## config.mk

```make
export PLATFORM = sky130hd
export DESIGN_NAME = krtbq_ctrl
export DESIGN_NICKNAME = d
export VERILOG_FILES = /design/src/rtl/krtbq_pkg.sv /design/src/rtl/krtbq_ctrl.sv
export SDC_FILE = /design/constraint.sdc
export NUM_CORES = 1
export LEC_CHECK = 0
export CAP_MARGIN = 20
export CORE_AREA = 2 2 87 89
export CTS_BUF_LIST = sky130_fd_sc_hd__clkbuf_2
export CTS_CLUSTER_SIZE = 14
export DETAILED_ROUTE_END_ITERATION = 8
export DIE_AREA = 0 0 89 91
export DONT_BUFFER_PORTS = 1
export GPL_TIMING_DRIVEN = 0
export PLACE_DENSITY_LB_ADDON = 0.05
export SLEW_MARGIN = 20
export SYNTH_ARGS = -nofsm -noshare
export SYNTH_HDL_FRONTEND = slang
export SYNTH_SLANG_ARGS = --single-unit
```

## constraint.sdc

```tcl
create_clock -name clk -period 4.45 [get_ports clk]
set_input_delay 0.2225 -clock clk [delete_from_list [all_inputs] [get_ports clk]]
set_output_delay 0.2225 -clock clk [all_outputs]
set_load 0.02 [all_outputs]
```

## src/rtl/krtbq_pkg.sv

```systemverilog
// Package for the keyed record table with box query.
// Holds the table size, request and status codes, controller states and
// the command/status structs shared by the controller and the datapath.
package krtbq_pkg;

  localparam int Capacity = 64;
  localparam int IdxW     = $clog2(Capacity);
  localparam int CntW     = $clog2(Capacity + 1);

  localparam logic signed [7:0] LatMax = 8'sd90;
  localparam logic signed [7:0] LatMin = -8'sd90;
  localparam logic signed [8:0] LonMax = 9'sd180;
  localparam logic signed [8:0] LonMin = -9'sd180;

  typedef enum logic [2:0] {
    REQ_INSERT    = 3'd0,
    REQ_DEL_NAME  = 3'd1,
    REQ_DEL_COORD = 3'd2,
    REQ_BOX       = 3'd3,
    REQ_FIND_NAME = 3'd4
  } req_t;

  typedef enum logic [2:0] {
    ST_ADDED        = 3'd0,
    ST_NAME_EXISTS  = 3'd1,
    ST_COORDS_EXIST = 3'd2,
    ST_BAD_COORDS   = 3'd3,
    ST_DELETED      = 3'd4,
    ST_NOT_FOUND    = 3'd5,
    ST_MATCH        = 3'd6,
    ST_FULL         = 3'd7
  } status_t;

  typedef enum logic [3:0] {
    S_IDLE,
    S_READ,
    S_CHECK,
    S_WRITE,
    S_SHIFT_RD,
    S_SHIFT_WR,
    S_FETCH,
    S_EMIT,
    S_EMIT_BOX
  } state_t;

  // controller -> datapath
  typedef struct packed {
    logic            load_req;   // capture request beat
    logic            rd_en;      // read entry at rd_addr
    logic [IdxW-1:0] rd_addr;
    logic            wr_req;     // write request record at count
    logic            wr_shift;   // write last read entry at wr_addr
    logic [IdxW-1:0] wr_addr;
    logic            cnt_inc;
    logic            cnt_dec;
    logic            load_out;   // load output register from read data
    logic            out_rec;    // output carries the record
    status_t         out_status;
    logic [IdxW-1:0] out_slot;
    logic            out_last;
  } krtbq_cmd_t;

  // datapath -> controller
  typedef struct packed {
    req_t            req;
    logic            coord_bad;  // insert coords out of range
    logic            box_bad;
    logic            name_eq;    // read entry matches name
    logic            coord_eq;
    logic            in_box;
    logic [CntW-1:0] count;
    logic            out_busy;   // output register holds an unsent beat
  } krtbq_sts_t;

endpackage

```

## src/rtl/krtbq_ctrl.sv

```systemverilog
// Controller: sequences the scan, insert, shift and result beats.
// Depends on krtbq_pkg.
module krtbq_ctrl (
  input  logic                  clk,
  input  logic                  rst,
  input  logic                  in_valid,
  output logic                  in_ready,
  input  krtbq_pkg::krtbq_sts_t sts,
  output krtbq_pkg::krtbq_cmd_t cmd
);
  import krtbq_pkg::*;

  state_t          state, state_next;
  logic [CntW-1:0] idx, idx_next;
  logic [IdxW-1:0] hit, hit_next;
  logic            found, found_next;   // box: a match is held at hit
  logic            blast, blast_next;   // box: held match is the final beat
  logic            nm, nm_next;         // insert: cleared per request; a name clash goes straight to fetch
  logic            cm, cm_next;         // insert: first coord clash seen
  logic [IdxW-1:0] cpos, cpos_next;
  status_t         pst, pst_next;       // pending status for emit
  logic            prec, prec_next;

  always_ff @(posedge clk) begin
    if (rst) begin
      state <= S_IDLE;
      idx <= '0; hit <= '0; found <= 1'b0; blast <= 1'b0; nm <= 1'b0; cm <= 1'b0;
      cpos <= '0; pst <= ST_ADDED; prec <= 1'b0;
    end else begin
      state <= state_next;
      idx <= idx_next; hit <= hit_next; found <= found_next; blast <= blast_next;
      nm <= nm_next;
      cm <= cm_next; cpos <= cpos_next; pst <= pst_next; prec <= prec_next;
    end
  end

  logic [IdxW-1:0] cur;
  logic            at_end;
  logic            scan_hit;

  always_comb begin
    cur    = idx[IdxW-1:0];
    at_end = (idx + CntW'(1)) >= sts.count;
    case (sts.req)
      REQ_DEL_COORD: scan_hit = sts.coord_eq;
      default:       scan_hit = sts.name_eq;
    endcase
  end

  always_comb begin
    state_next = state;
    idx_next = idx; hit_next = hit; found_next = found; blast_next = blast; nm_next = nm;
    cm_next = cm; cpos_next = cpos; pst_next = pst; prec_next = prec;
    in_ready = 1'b0;
    cmd = '0;
    cmd.out_status = pst;
    cmd.out_slot   = hit;
    cmd.out_rec    = prec;
    cmd.out_last   = 1'b1;
    cmd.rd_addr    = cur;

    case (state)
      S_IDLE: begin
        in_ready = 1'b1;
        if (in_valid) begin
          cmd.load_req = 1'b1;
          idx_next = '0; found_next = 1'b0; nm_next = 1'b0; cm_next = 1'b0;
          state_next = S_CHECK;
        end
      end
      // decide on the captured request; first read issued here when the table is not empty and the bounds are good
      S_CHECK: begin
        prec_next = 1'b0;
        hit_next  = '0;
        case (sts.req)
          REQ_INSERT, REQ_BOX, REQ_DEL_NAME, REQ_DEL_COORD, REQ_FIND_NAME: begin
            if ((sts.req == REQ_INSERT && sts.coord_bad) ||
                (sts.req == REQ_BOX && sts.box_bad)) begin
              pst_next = ST_BAD_COORDS;
              state_next = S_EMIT;
            end else if (sts.count == '0) begin
              if (sts.req == REQ_INSERT) begin
                state_next = S_WRITE;
              end else begin
                pst_next = ST_NOT_FOUND;
                state_next = S_EMIT;
              end
            end else begin
              cmd.rd_en = 1'b1;
              state_next = S_READ;
            end
          end
          default: state_next = S_IDLE;
        endcase
      end
      // data of entry idx is valid; issue next read when continuing
      S_READ: begin
        case (sts.req)
          REQ_INSERT: begin
            if (sts.name_eq) begin
              hit_next = cur; pst_next = ST_NAME_EXISTS; prec_next = 1'b1;
              state_next = S_FETCH;
            end else begin
              if (sts.coord_eq && !cm) begin
                cm_next = 1'b1; cpos_next = cur;
              end
              if (at_end) begin
                if (cm || sts.coord_eq) begin
                  hit_next = cm ? cpos : cur;
                  pst_next = ST_COORDS_EXIST; prec_next = 1'b1;
                  state_next = S_FETCH;
                end else begin
                  state_next = S_WRITE;
                end
              end else begin
                idx_next = idx + CntW'(1);
                cmd.rd_addr = IdxW'(idx + CntW'(1));
                cmd.rd_en = 1'b1;
              end
            end
          end
          REQ_BOX: begin
            if (sts.in_box && found) begin
              // a later match exists: re-read the held one and send it
              cmd.rd_en = 1'b1;
              cmd.rd_addr = hit;
              blast_next = 1'b0;
              state_next = S_EMIT_BOX;
            end else if (sts.in_box) begin
              hit_next = cur;
              found_next = 1'b1;
              if (at_end) begin
                blast_next = 1'b1;
                state_next = S_EMIT_BOX;
              end else begin
                idx_next = idx + CntW'(1);
                cmd.rd_addr = IdxW'(idx + CntW'(1));
                cmd.rd_en = 1'b1;
              end
            end else if (at_end) begin
              if (found) begin
                cmd.rd_en = 1'b1;
                cmd.rd_addr = hit;
                blast_next = 1'b1;
                state_next = S_EMIT_BOX;
              end else begin
                pst_next = ST_NOT_FOUND; state_next = S_EMIT;
              end
            end else begin
              idx_next = idx + CntW'(1);
              cmd.rd_addr = IdxW'(idx + CntW'(1));
              cmd.rd_en = 1'b1;
            end
          end
          default: begin
            if (scan_hit) begin
              hit_next = cur; prec_next = 1'b1;
              if (sts.req == REQ_FIND_NAME) begin
                pst_next = ST_MATCH; state_next = S_EMIT;
              end else begin
                pst_next = ST_DELETED; state_next = S_EMIT;
              end
            end else if (at_end) begin
              pst_next = ST_NOT_FOUND; state_next = S_EMIT;
            end else begin
              idx_next = idx + CntW'(1);
              cmd.rd_addr = IdxW'(idx + CntW'(1));
              cmd.rd_en = 1'b1;
            end
          end
        endcase
      end
      S_WRITE: begin
        if (sts.count >= CntW'(Capacity)) begin
          pst_next = ST_FULL; prec_next = 1'b0; hit_next = '0;
          state_next = S_EMIT;
        end else begin
          cmd.wr_req = 1'b1;
          cmd.cnt_inc = 1'b1;
          hit_next = sts.count[IdxW-1:0];
          pst_next = ST_ADDED; prec_next = 1'b1;
          state_next = S_EMIT;
        end
      end
      // re-read the clash entry so the output carries it
      S_FETCH: begin
        cmd.rd_en = 1'b1;
        cmd.rd_addr = hit;
        state_next = S_EMIT;
      end
      S_EMIT: begin
        if (!sts.out_busy) begin
          cmd.load_out = 1'b1;
          cmd.out_rec  = prec;
          if (pst == ST_DELETED) begin
            idx_next = {1'b0, hit};
            state_next = S_SHIFT_RD;
          end else begin
            state_next = S_IDLE;
          end
        end
      end
      // send the held box match; unless it is the final beat, the match at idx becomes the held one
      S_EMIT_BOX: begin
        if (!sts.out_busy) begin
          cmd.load_out = 1'b1;
          cmd.out_status = ST_MATCH; cmd.out_rec = 1'b1; cmd.out_last = blast;
          if (blast) begin
            state_next = S_IDLE;
          end else begin
            hit_next = cur;
            if (at_end) begin
              // last entry matched: fetch it and close with it
              cmd.rd_en = 1'b1;
              cmd.rd_addr = cur;
              blast_next = 1'b1;
            end else begin
              idx_next = idx + CntW'(1);
              cmd.rd_addr = IdxW'(idx + CntW'(1));
              cmd.rd_en = 1'b1;
              state_next = S_READ;
            end
          end
        end
      end
      // shift later entries down one place, then decrement the count
      S_SHIFT_RD: begin
        if (at_end) begin
          cmd.cnt_dec = 1'b1;
          state_next = S_IDLE;
        end else begin
          cmd.rd_en = 1'b1;
          cmd.rd_addr = IdxW'(idx + CntW'(1));
          state_next = S_SHIFT_WR;
        end
      end
      S_SHIFT_WR: begin
        cmd.wr_shift = 1'b1;
        cmd.wr_addr = cur;
        idx_next = idx + CntW'(1);
        state_next = S_SHIFT_RD;
      end
      default: state_next = S_IDLE;
    endcase
  end

endmodule

```

==> impl_metrics.env, run 1 <==
export IMPL_antenna_found_initial=0
export IMPL_cts_sinks=30
export IMPL_outcome="finished clean"
export IMPL_syn2layout_area_growth_pct=8.07
export IMPL_fp_dieH_um=91
export IMPL_gp_congestion=0.992
export IMPL_cts_buffer_depth=2
export IMPL_hold_path_class="in -> reg"
export IMPL_row_count=31
export IMPL_slew_violations=0
export IMPL_routed_wl_um=10200
export IMPL_synth_top_area_share_pct=21.6
export IMPL_netlist_area_mm2=0.00278
export IMPL_ys_warnings_count=0
export IMPL_grt_pass1_vias=2919
export IMPL_dieArea_mm2=0.00810
export IMPL_clk_pin_slew_worst_paths_ps=200
export IMPL_power_density_mw_per_mm2=651
export IMPL_layoutNonFillerInstCount=500
export IMPL_grt_total_usage_pct=25.1
export IMPL_crit_type="reg -> out"
export IMPL_start_util_pct=38.9
export IMPL_postSynth_topFlopCell="dfxtp_1"
export IMPL_portBuffers=0
export IMPL_overflow=0
export IMPL_max_cap_violations=0
export IMPL_grt_max_degree=11
export IMPL_drtIter0Drc=248
export IMPL_setup_violations=0
export IMPL_path_max_fanout=10
export IMPL_synth_cell_types=62
export IMPL_wire_per_inst_um=20.4
export IMPL_rsz0062_at_grt="false"
export IMPL_p_leak_nw=1.19
export IMPL_synth_top_area_cell="dfxtp_1"
export IMPL_cp_required_ps=4230
export IMPL_ir_worst_vdd_v=0.000273
export IMPL_relSlewSlack_pct=33.4
export IMPL_met2_usage_pct=39.3
export IMPL_fin_crit_ps=4190
export IMPL_drc=0
export IMPL_synthTopCellsByCount="55 x nor2_1, 31 x nand2_1, 31 x o21ai_0"
export IMPL_grt_busiest_layer="met2"
export IMPL_synth_seq_cells=30
export IMPL_use_met3_pct=4.91
export IMPL_pre_cts_slack_ps=543
export IMPL_first_pass_iters=5
export IMPL_vias=3114
export IMPL_multi_input_area_mm2=0.00197
export IMPL_dp_final_hpwl_um=7720
export IMPL_fin_nets=427
export IMPL_regArea_um2=601
export IMPL_synth_edf_count=0
export IMPL_die_w_um=89
export IMPL_grt_pass1_wl_um=15600
export IMPL_period_share_pct=94.1
export IMPL_syn_area_per_cell_um2=7.12
export IMPL_numCtsBuffers=5
export IMPL_critPathLaunchType="flip-flop"
export IMPL_dp_cells=489
export IMPL_htreeDepth=2
export IMPL_syn_inst=390
export IMPL_worstPathArrival_ps=3960
export IMPL_async_reset_ff_share_pct=0
export IMPL_cts_setup_buffers=0
export IMPL_cp_end_kind="output port"
export IMPL_ant_nets=0
export IMPL_ys_top_cells_by_area="dfxtp_1 22%, nor2_1 7.4%, o21ai_0 5.6%"
export IMPL_cts_root_buf="clkbuf_2"
export IMPL_drive_above_1_share_pct=11.5
export IMPL_insertion_delay_ps=390
export IMPL_tightest_slew_ps=989
export IMPL_fillers=817
export IMPL_timing_fmax_mhz=239
export IMPL_skew_ps=23.2
export IMPL_timing_hold_ws_ps=16.3
export IMPL_synthesis_nets=417
export IMPL_yosysMostFrequentCell="nor2_1"
export IMPL_cts_tree="done"
export IMPL_diodes=0
export IMPL_met1_usage_pct=33.0
export IMPL_yosysSeqAreaShare_pct=21.6
export IMPL_setup_tns_ps=0
export IMPL_worst_slack_ps=263
export IMPL_coreArea_mm2=0.00714
export IMPL_hold_viol=0
export IMPL_via_per_inst=6.23
export IMPL_io_pins=50
-- logic make-up (layout without fill, tap and decap cells) --
group,after synthesis,after routing,synth area share (%)
compound gates,125,125,32.3
simple gates,162,162,28.7
flops,30,30,21.6
buf+inv,46,57,7.35
fa+ha+maj,8,8,3.61
mux,9,9,3.25
xor+xnor,10,10,3.16
-- worst max-delay path, cell delays in order (launching register included) --
cell	delay (ps)
dfxtp_1	580
ha_2	360
nand3_1	210
nor2_1	180
xor2_1	290
ha_1	300
nand4_1	110
nor2_1	70
a211o_1	300
clkbuf_2	230
a21oi_1	180
o211ai_1	210
a221o_1	540
-- sequential cells by signal (all words and copies together) (netlist names) --
name and count:
idx 7, pst 3, cpos 6, state 4
found 1, prec 1, cm 1, blast 1
hit 6
-- report_power, final --
group	leakage [nW]	switching [mW]	internal (mW)	total [mW]
clock	0.0427	0.114	0.0932	0.207
combinational	0.902	0.898	0.462	1.36
sequential	0.244	0.0558	0.331	0.387
-- area by class of cell --
type	count	share of cell area [%]
timing repair buffer	3	1.00
clock inverter	3	1.34
clock buffer	5	0.834
multi-input combinational	314	65.8
tap	99	4.13
buffer	28	4.63
inverter	18	2.25
sequential	30	20.0
-- timing repair --
item | CTS | global route
hold buffers | 3 | 0
endpoints found under the hold margin | 3 | 0
gates resized for setup | 0 | 5
setup endpoints to repair | 0 | 6
-- worst paths after layout --
check	end	start	slack, ps	cells after the start
min	found	sts[8]	20	2
max	cmd[22]	idx[1]	260	12
max reg2reg	pst[0]	idx[1]	530	13
min reg2reg	pst[0]	pst[0]	520	2
-- metrics by stage --
stage	power [mW]	area (um^2)	utilization, %
2_1_floorplan	1.42	2780	-
3_3_place_gp	1.73	2900	40.6
3_5_place_dp	1.72	2900	40.6
4_1_cts	1.93	2990	42.0
5_1_grt	2.07	3000	42.0
6_report	1.95	3000	42.0
-- cell usage in the layout (no fill, tap or decap), types with 4 or more instances in the layout --
cell type / n
nor2_2: 4
and2_1: 6
clkbuf_1: 12
o21ai_0: 31
xnor2_1: 4
clkbuf_2: 7
nor2_1: 55
a211oi_1: 7
nand2_1: 31
o2bb2ai_1: 6
a211o_1: 4
mux2i_1: 9
inv_1: 18
a21oi_1: 21
o211ai_1: 4
nor3_1: 21
a211oi_2: 5
or2_2: 6
a222oi_1: 6
dfxtp_1: 30
ha_1: 7
nand3_1: 9
nor3b_1: 4
buf_2: 10
a31oi_1: 10
xor2_1: 6
nor2b_1: 7
-- metal layers --
metal	vias up	part of all wire (%)
met5	-	0
met2	163	46
met1	1465	42
li1	1458	-
met4	0	3.6
met3	28	8.7
No activity file was read; power rests on OpenSTA's default activity.
==> inputs of run 2 (changes only) <==
--- a/config.mk
+++ b/config.mk
@@ -5,12 +5,13 @@
 export SDC_FILE = /design/constraint.sdc
 export NUM_CORES = 1
 export LEC_CHECK = 0
+export ABC_AREA = 1
 export CAP_MARGIN = 20
-export CORE_AREA = 2 2 87 89
+export CORE_AREA = 2 2 94 96
 export CTS_BUF_LIST = sky130_fd_sc_hd__clkbuf_2
 export CTS_CLUSTER_SIZE = 14
 export DETAILED_ROUTE_END_ITERATION = 8
-export DIE_AREA = 0 0 89 91
+export DIE_AREA = 0 0 96 98
 export DONT_BUFFER_PORTS = 1
 export GPL_TIMING_DRIVEN = 0
 export PLACE_DENSITY_LB_ADDON = 0.05
==> run 2 against run 1 <==
  * Non-clock buffer count decreased by 12
  * Die area increased by 16%
  * Sequential share of layout area decreased by 2.8 points
  * Worst setup slack got worse by 38 ps
  * Routed wire length increased by 26%
  * Core utilization decreased by 0.82 points
  * Critical path depth decreased by 1
  * Sequential cell count unchanged
  * Register-to-register slack improved by 280 ps
  * Sequential power increased by 29%
  * Clock skew decreased by 3.4 ps
  * Critical path type unchanged
  * Largest power group unchanged
==> impl_metrics.env, run 2 <==
export IMPL_fillers=969
export IMPL_cts_setup_buffers=0
export IMPL_final_core_util_pct=41.2
export IMPL_ctsResizeCount=0
export IMPL_critPathLaunchType="flip-flop"
export IMPL_insertion_delay_ps=400
export IMPL_syn_inst=604
export IMPL_dieArea_mm2=0.00941
export IMPL_drc=0
export IMPL_ctsHoldBuffers=0
export IMPL_layout_commonest_cell="nand2_1"
export IMPL_p_leak_nw=1.79
export IMPL_worstPathCellList="buf_2 -> clkinv_1 -> o21ai_0 -> nand2_1 -> inv_1 -> ha_1 -> nand2_1 -> nor2_2 -> a21oi_1 -> a21oi_1 -> o31ai_1"
export IMPL_synth_edf_count=0
export IMPL_outcome="finished clean"
export IMPL_hold_path_class="in -> reg"
export IMPL_grt_total_usage_pct=27.6
export IMPL_ant_nets=0
export IMPL_tightest_slew_ps=1020
export IMPL_skew_ps=19.8
export IMPL_ys_top_cells_by_area="nand2_1 20%, dfxtp_1 18%, nor2_1 10%"
export IMPL_path_max_fanout=10
export IMPL_fin_crit_ps=4220
export IMPL_grt_max_degree=11
export IMPL_yosysMostFrequentCell="nand2_1"
export IMPL_syn_area_per_cell_um2=5.44
export IMPL_portBuffers=0
export IMPL_postSynth_topFlopCell="dfxtp_1"
export IMPL_cts_sinks=30
export IMPL_synthMuxAreaShare_pct=0
export IMPL_setup_tns_ps=0
export IMPL_dp_final_hpwl_um=9780
export IMPL_via_per_inst=5.50
export IMPL_ir_worst_vdd_v=0.000215
export IMPL_async_reset_ff_share_pct=0
export IMPL_drive_above_1_share_pct=10.5
export IMPL_top_register="idx"
export IMPL_rsz0062_at_grt="false"
export IMPL_start_util_pct=38.8
export IMPL_worstPathArrival_ps=4000
export IMPL_htreeDepth=2
export IMPL_max_cap_violations=0
export IMPL_multi_input_area_mm2=0.00228
export IMPL_relSlewSlack_pct=32.0
export IMPL_final_cell_mix="171 x nand2_1, 89 x nor2_1, 63 x nand3_1"
export IMPL_timing_fmax_mhz=237
export IMPL_yosysSeqAreaShare_pct=18.3
export IMPL_gp_congestion=0.951
export IMPL_fp_dieH_um=98
export IMPL_slew_violations=0
export IMPL_die_w_um=96
export IMPL_hold_viol=0
export IMPL_diodes=0
export IMPL_drtIter0Drc=441
export IMPL_regArea_um2=601
export IMPL_syn2layout_area_growth_pct=6.09
export IMPL_synth_top_family_by_area="simple AND/OR/NAND/NOR gates"
export IMPL_row_count=34
export IMPL_cts_root_buf="clkbuf_2"
export IMPL_grt_pass1_vias=3458
export IMPL_synthTopCellsByCount="171 x nand2_1, 89 x nor2_1, 63 x nand3_1"
export IMPL_critPathMaxStageDelay_ps=800
export IMPL_cpLargestDelayFamily="compound AO/OA/AOI/OAI gates"
export IMPL_first_pass_iters=5
export IMPL_crit_path_top_delay_cell="a21oi_1"
export IMPL_io_pins=50
export IMPL_antenna_found_initial=0
export IMPL_cts_tree="done"
export IMPL_cts_buffer_depth=2
export IMPL_synthesis_nets=631
export IMPL_fin_nets=638
export IMPL_largest_reg_flops=7
export IMPL_routed_wl_um=12900
export IMPL_synth_seq_cells=30
export IMPL_setup_violations=0
export IMPL_vias=3958
export IMPL_crit_buf_inv=3
export IMPL_synth_xor_xnor_area_share_pct=0.533
export IMPL_synth_fa_ha_area_share_pct=3.04
export IMPL_clk_pin_slew_worst_paths_ps=200
export IMPL_synth_cell_types=41
export IMPL_period_share_pct=94.9
export IMPL_numCtsBuffers=5
export IMPL_netlist_area_mm2=0.00329
export IMPL_crit_type="reg -> out"
export IMPL_reg_top3="idx (7), cpos (6), hit (6)"
export IMPL_synth_top_area_cell="nand2_1"
export IMPL_cp_end_kind="output port"
export IMPL_synthSimpleGateAreaFrac_pct=50.9
export IMPL_wire_per_inst_um=17.9
export IMPL_coreArea_mm2=0.00847
export IMPL_grt_pass1_wl_um=19500
export IMPL_overflow=0
export IMPL_synth_top_area_share_pct=19.5
export IMPL_cp_required_ps=4230
export IMPL_ys_warnings_count=0
export IMPL_synth_compound_area_share_pct=14.9
export IMPL_power_density_mw_per_mm2=638
run 2: cell count changes after synthesis, moves of 8 or more:
| cell | change |
|---|---|
| nand2_1 | +140 |
| nand3_1 | +54 |
| inv_1 | +41 |
| nor2_1 | +34 |
| nand4_1 | +15 |
| inv_2 | +14 |
| nor3_1 | -13 |
| a21oi_1 | +11 |
| a31oi_1 | -10 |
| mux2i_1 | -9 |
| o21ai_0 | +9 |
| clkbuf_1 | -8 |
run 2: per-stage QoR:
step                      power (mW)  setup WS (ps)  cells  hold slack (ps)  area, um^2
after floorplan                 1.61           1650    604              440        3290
after global placement          1.99            675    712              457        3420
after detailed placement        1.99            744    712              462        3420
after CTS                       2.20            279    720             36.7        3490
after global routing            2.41           30.5    720             88.9        3490
final                           2.23            225    720             45.4        3490
run 2: routing by layer:
layer | wire [um] | vias to the layer above | track usage (%)
li1 | - | 1973 | -
met1 | 5890 | 1757 | 40.7
met2 | 5510 | 200 | 41.7
met3 | 1160 | 28 | 3.78
met4 | 305 | 0 | 7.58
met5 | 0 | - | 0
run 2: layout make-up:
cell class,count,share of cell area [%]
multi-input combinational,478,65.4
sequential,30,17.2
inverter,77,8.36
tap,108,3.87
buffer,19,3.26
clock buffer,7,1.00
clock inverter,1,0.861
run 2: power breakdown:
part	internal (mW)	switching (mW)
registers	0.359	0.141
logic	0.428	1.08
clock network	0.100	0.115
total	0.888	1.34
run 2: cell families (layout without fill, tap and decap cells):
group / Yosys count / in the layout
AND/OR/NAND/NOR: 377 / 377
XOR/XNOR: 2 / 2
buffers and inverters: 96 / 104
flip-flops: 30 / 30
AO/OA/AOI/OAI: 91 / 91
adder cells (fa/ha/maj): 8 / 8
run 2: final timing paths:
kind | startpoint | end | slack [ps] | cells after the start
worst max-delay path | idx[0] | cmd[28] | 230 | 11
worst min-delay path | sts[8] | found | 50 | 2
worst max register to register | idx[0] | state[1] | 810 | 16
worst min register to register | pst[1] | pst[1] | 500 | 2
==> inputs of run 3 (changes only) <==
--- a/config.mk
+++ b/config.mk
@@ -13,7 +13,6 @@
 export DETAILED_ROUTE_END_ITERATION = 8
 export DIE_AREA = 0 0 96 98
 export DONT_BUFFER_PORTS = 1
-export GPL_TIMING_DRIVEN = 0
 export PLACE_DENSITY_LB_ADDON = 0.05
 export SLEW_MARGIN = 20
 export SYNTH_ARGS = -nofsm -noshare
==> run 3 against run 2 <==
  * Sequential power rose by 4.4%
  * Worst setup slack gained 370 ps
  * Critical path depth rose by 4
  * Clock skew grew 4.0 ps
  * Global-route usage is 0.74 points lower
  * Sequential cell count unchanged
==> impl_metrics.env, run 3 (synthesized netlist as in run 2, its figures left out) <==
export IMPL_outcome="finished clean"
export IMPL_max_cap_violations=0
export IMPL_largest_reg_flops=7
export IMPL_timing_fmax_mhz=260
export IMPL_p_total_mw=2.10
export IMPL_cp_end_kind="output port"
export IMPL_p_leak_nw=1.71
export IMPL_hold_viol=0
export IMPL_clk_pin_slew_worst_paths_ps=180
export IMPL_antenna_found_initial=0
export IMPL_slew_violations=0
export IMPL_layoutNonFillerInstCount=703
export IMPL_routed_wl_um=12200
export IMPL_drc=0
export IMPL_clkPwrFrac_pct=6.9
export IMPL_syn2layout_area_growth_pct=2.36
export IMPL_fp_dieH_um=98
export IMPL_path_max_fanout=11
export IMPL_wire_per_inst_um=17.4
export IMPL_diodes=0
export IMPL_relSlewSlack_pct=45.7
export IMPL_drtIter0Drc=322
export IMPL_cp_required_ps=4230
export IMPL_grt_pass1_vias=3521
export IMPL_worstPathArrival_ps=3630
export IMPL_row_count=34
export IMPL_via_per_inst=5.60
export IMPL_grt_max_degree=22
export IMPL_ant_nets=0
export IMPL_dp_cells=694
export IMPL_rsz0062_at_grt="false"
export IMPL_fin_nets=621
export IMPL_drive_above_1_share_pct=8.74
export IMPL_vias=3940
export IMPL_ir_worst_vdd_v=0.000172
export IMPL_period_share_pct=86.6
export IMPL_final_core_util_pct=39.8
export IMPL_fin_crit_ps=3850
export IMPL_first_pass_iters=5
export IMPL_met1_usage_pct=40.3
export IMPL_pwr_share_seq_pct=24.9
export IMPL_ctsHoldBuffers=1
export IMPL_swShare_pct=61.6
export IMPL_overflow=0
export IMPL_cts_buffer_depth=2
export IMPL_critPathLaunchType="flip-flop"
export IMPL_cts_sinks=30
export IMPL_final_cell_mix="171 x nand2_1, 89 x nor2_1, 63 x nand3_1"
export IMPL_top_register="idx"
export IMPL_cts_setup_buffers=0
export IMPL_dieArea_mm2=0.00941
export IMPL_portBuffers=0
export IMPL_grt_pass1_wl_um=19400
export IMPL_tightest_slew_ps=808
export IMPL_setup_tns_ps=0
export IMPL_layout_commonest_cell="nand2_1"
export IMPL_reg_top3="idx (7), cpos (6), hit (6)"
export IMPL_htreeDepth=2
export IMPL_hold_path_class="in -> reg"
export IMPL_numCtsBuffers=5
export IMPL_grt_total_usage_pct=26.9
export IMPL_cts_root_buf="clkbuf_2"
export IMPL_rrSetupSlack_ps=1130
export IMPL_p_int_uw=806
export IMPL_setup_violations=0
export IMPL_dp_final_hpwl_um=9680
export IMPL_power_share_combinational_pct=68.2
export IMPL_power_density_mw_per_mm2=624
export IMPL_coreArea_mm2=0.00847
export IMPL_crit_type="reg -> out"
export IMPL_insertion_delay_ps=390
export IMPL_cts_tree="done"
export IMPL_gp_congestion=0.927
export IMPL_ctsResizeCount=0
export IMPL_use_met3_pct=3.24
export IMPL_skew_ps=23.7
export IMPL_p_switching_mw=1.29
export IMPL_start_util_pct=38.8
export IMPL_io_pins=50
export IMPL_grt_busiest_layer="met2"
export IMPL_die_w_um=96
export IMPL_met2_usage_pct=40.4
[run 3: metal layers]
metal	routed length [um]	share of wire [%]	vias up
met5	0	0	-
met2	5280	43	183
met4	174	1.4	0
met1	5810	48	1805
li1	-	-	1938
met3	932	7.6	14
[run 3: area by class of cell]
type | instances | area, um^2
clock buffer | 6 | 30.0
clock inverter | 2 | 8.76
fill | 976 | 5100
inverter | 77 | 292
multi-input combinational | 478 | 2280
sequential | 30 | 601
tap | 108 | 135
timing repair buffer | 2 | 17.5
[run 3: per-stage QoR]
stage          instance area [um^2]  hold slack, ps  worst slack [ps]
6_report                       3370            77.3               598
3_3_place_gp                   3320             297              1190
5_1_grt                        3370             122               240
3_5_place_dp                   3320             298              1100
2_1_floorplan                  3290             440              1650
4_1_cts                        3370            55.3               640
[run 3: worst paths after layout]
| path | cells after the start | start | endpoint |
|---|---|---|---|
| worst max-delay path | 15 | idx[0] | cmd[25] |
| worst min-delay path | 2 | sts[8] | found |
| worst max register to register | 15 | idx[0] | hit[4] |
| worst min register to register | 2 | pst[0] | pst[0] |
[run 3: power groups by stage]
| stage | Combinational (mW) | Clock (mW) | Sequential (mW) |
|---|---|---|---|
| floorplan | 1.15 | 0 | 0.466 |
| global placement | 1.42 | 0 | 0.528 |
| detailed placement | 1.41 | 0 | 0.526 |
| CTS | 1.42 | 0.153 | 0.519 |
| global route | 1.62 | 0.164 | 0.538 |
| finish | 1.43 | 0.146 | 0.523 |
[run 3: worst max-delay path, stage by stage (launching register included)]
cell      delay, ps
dfxtp_1         570
ha_1            270
nand4_1         140
nor2_1          150
xor2_1          200
ha_1            270
nand2_1         110
inv_2            50
a21oi_2         490
nand3_1         310
nand2_1         140
nand2_1          60
nand2_1          90
nand3b_1         70
nor2_1          100
nand3_1         210
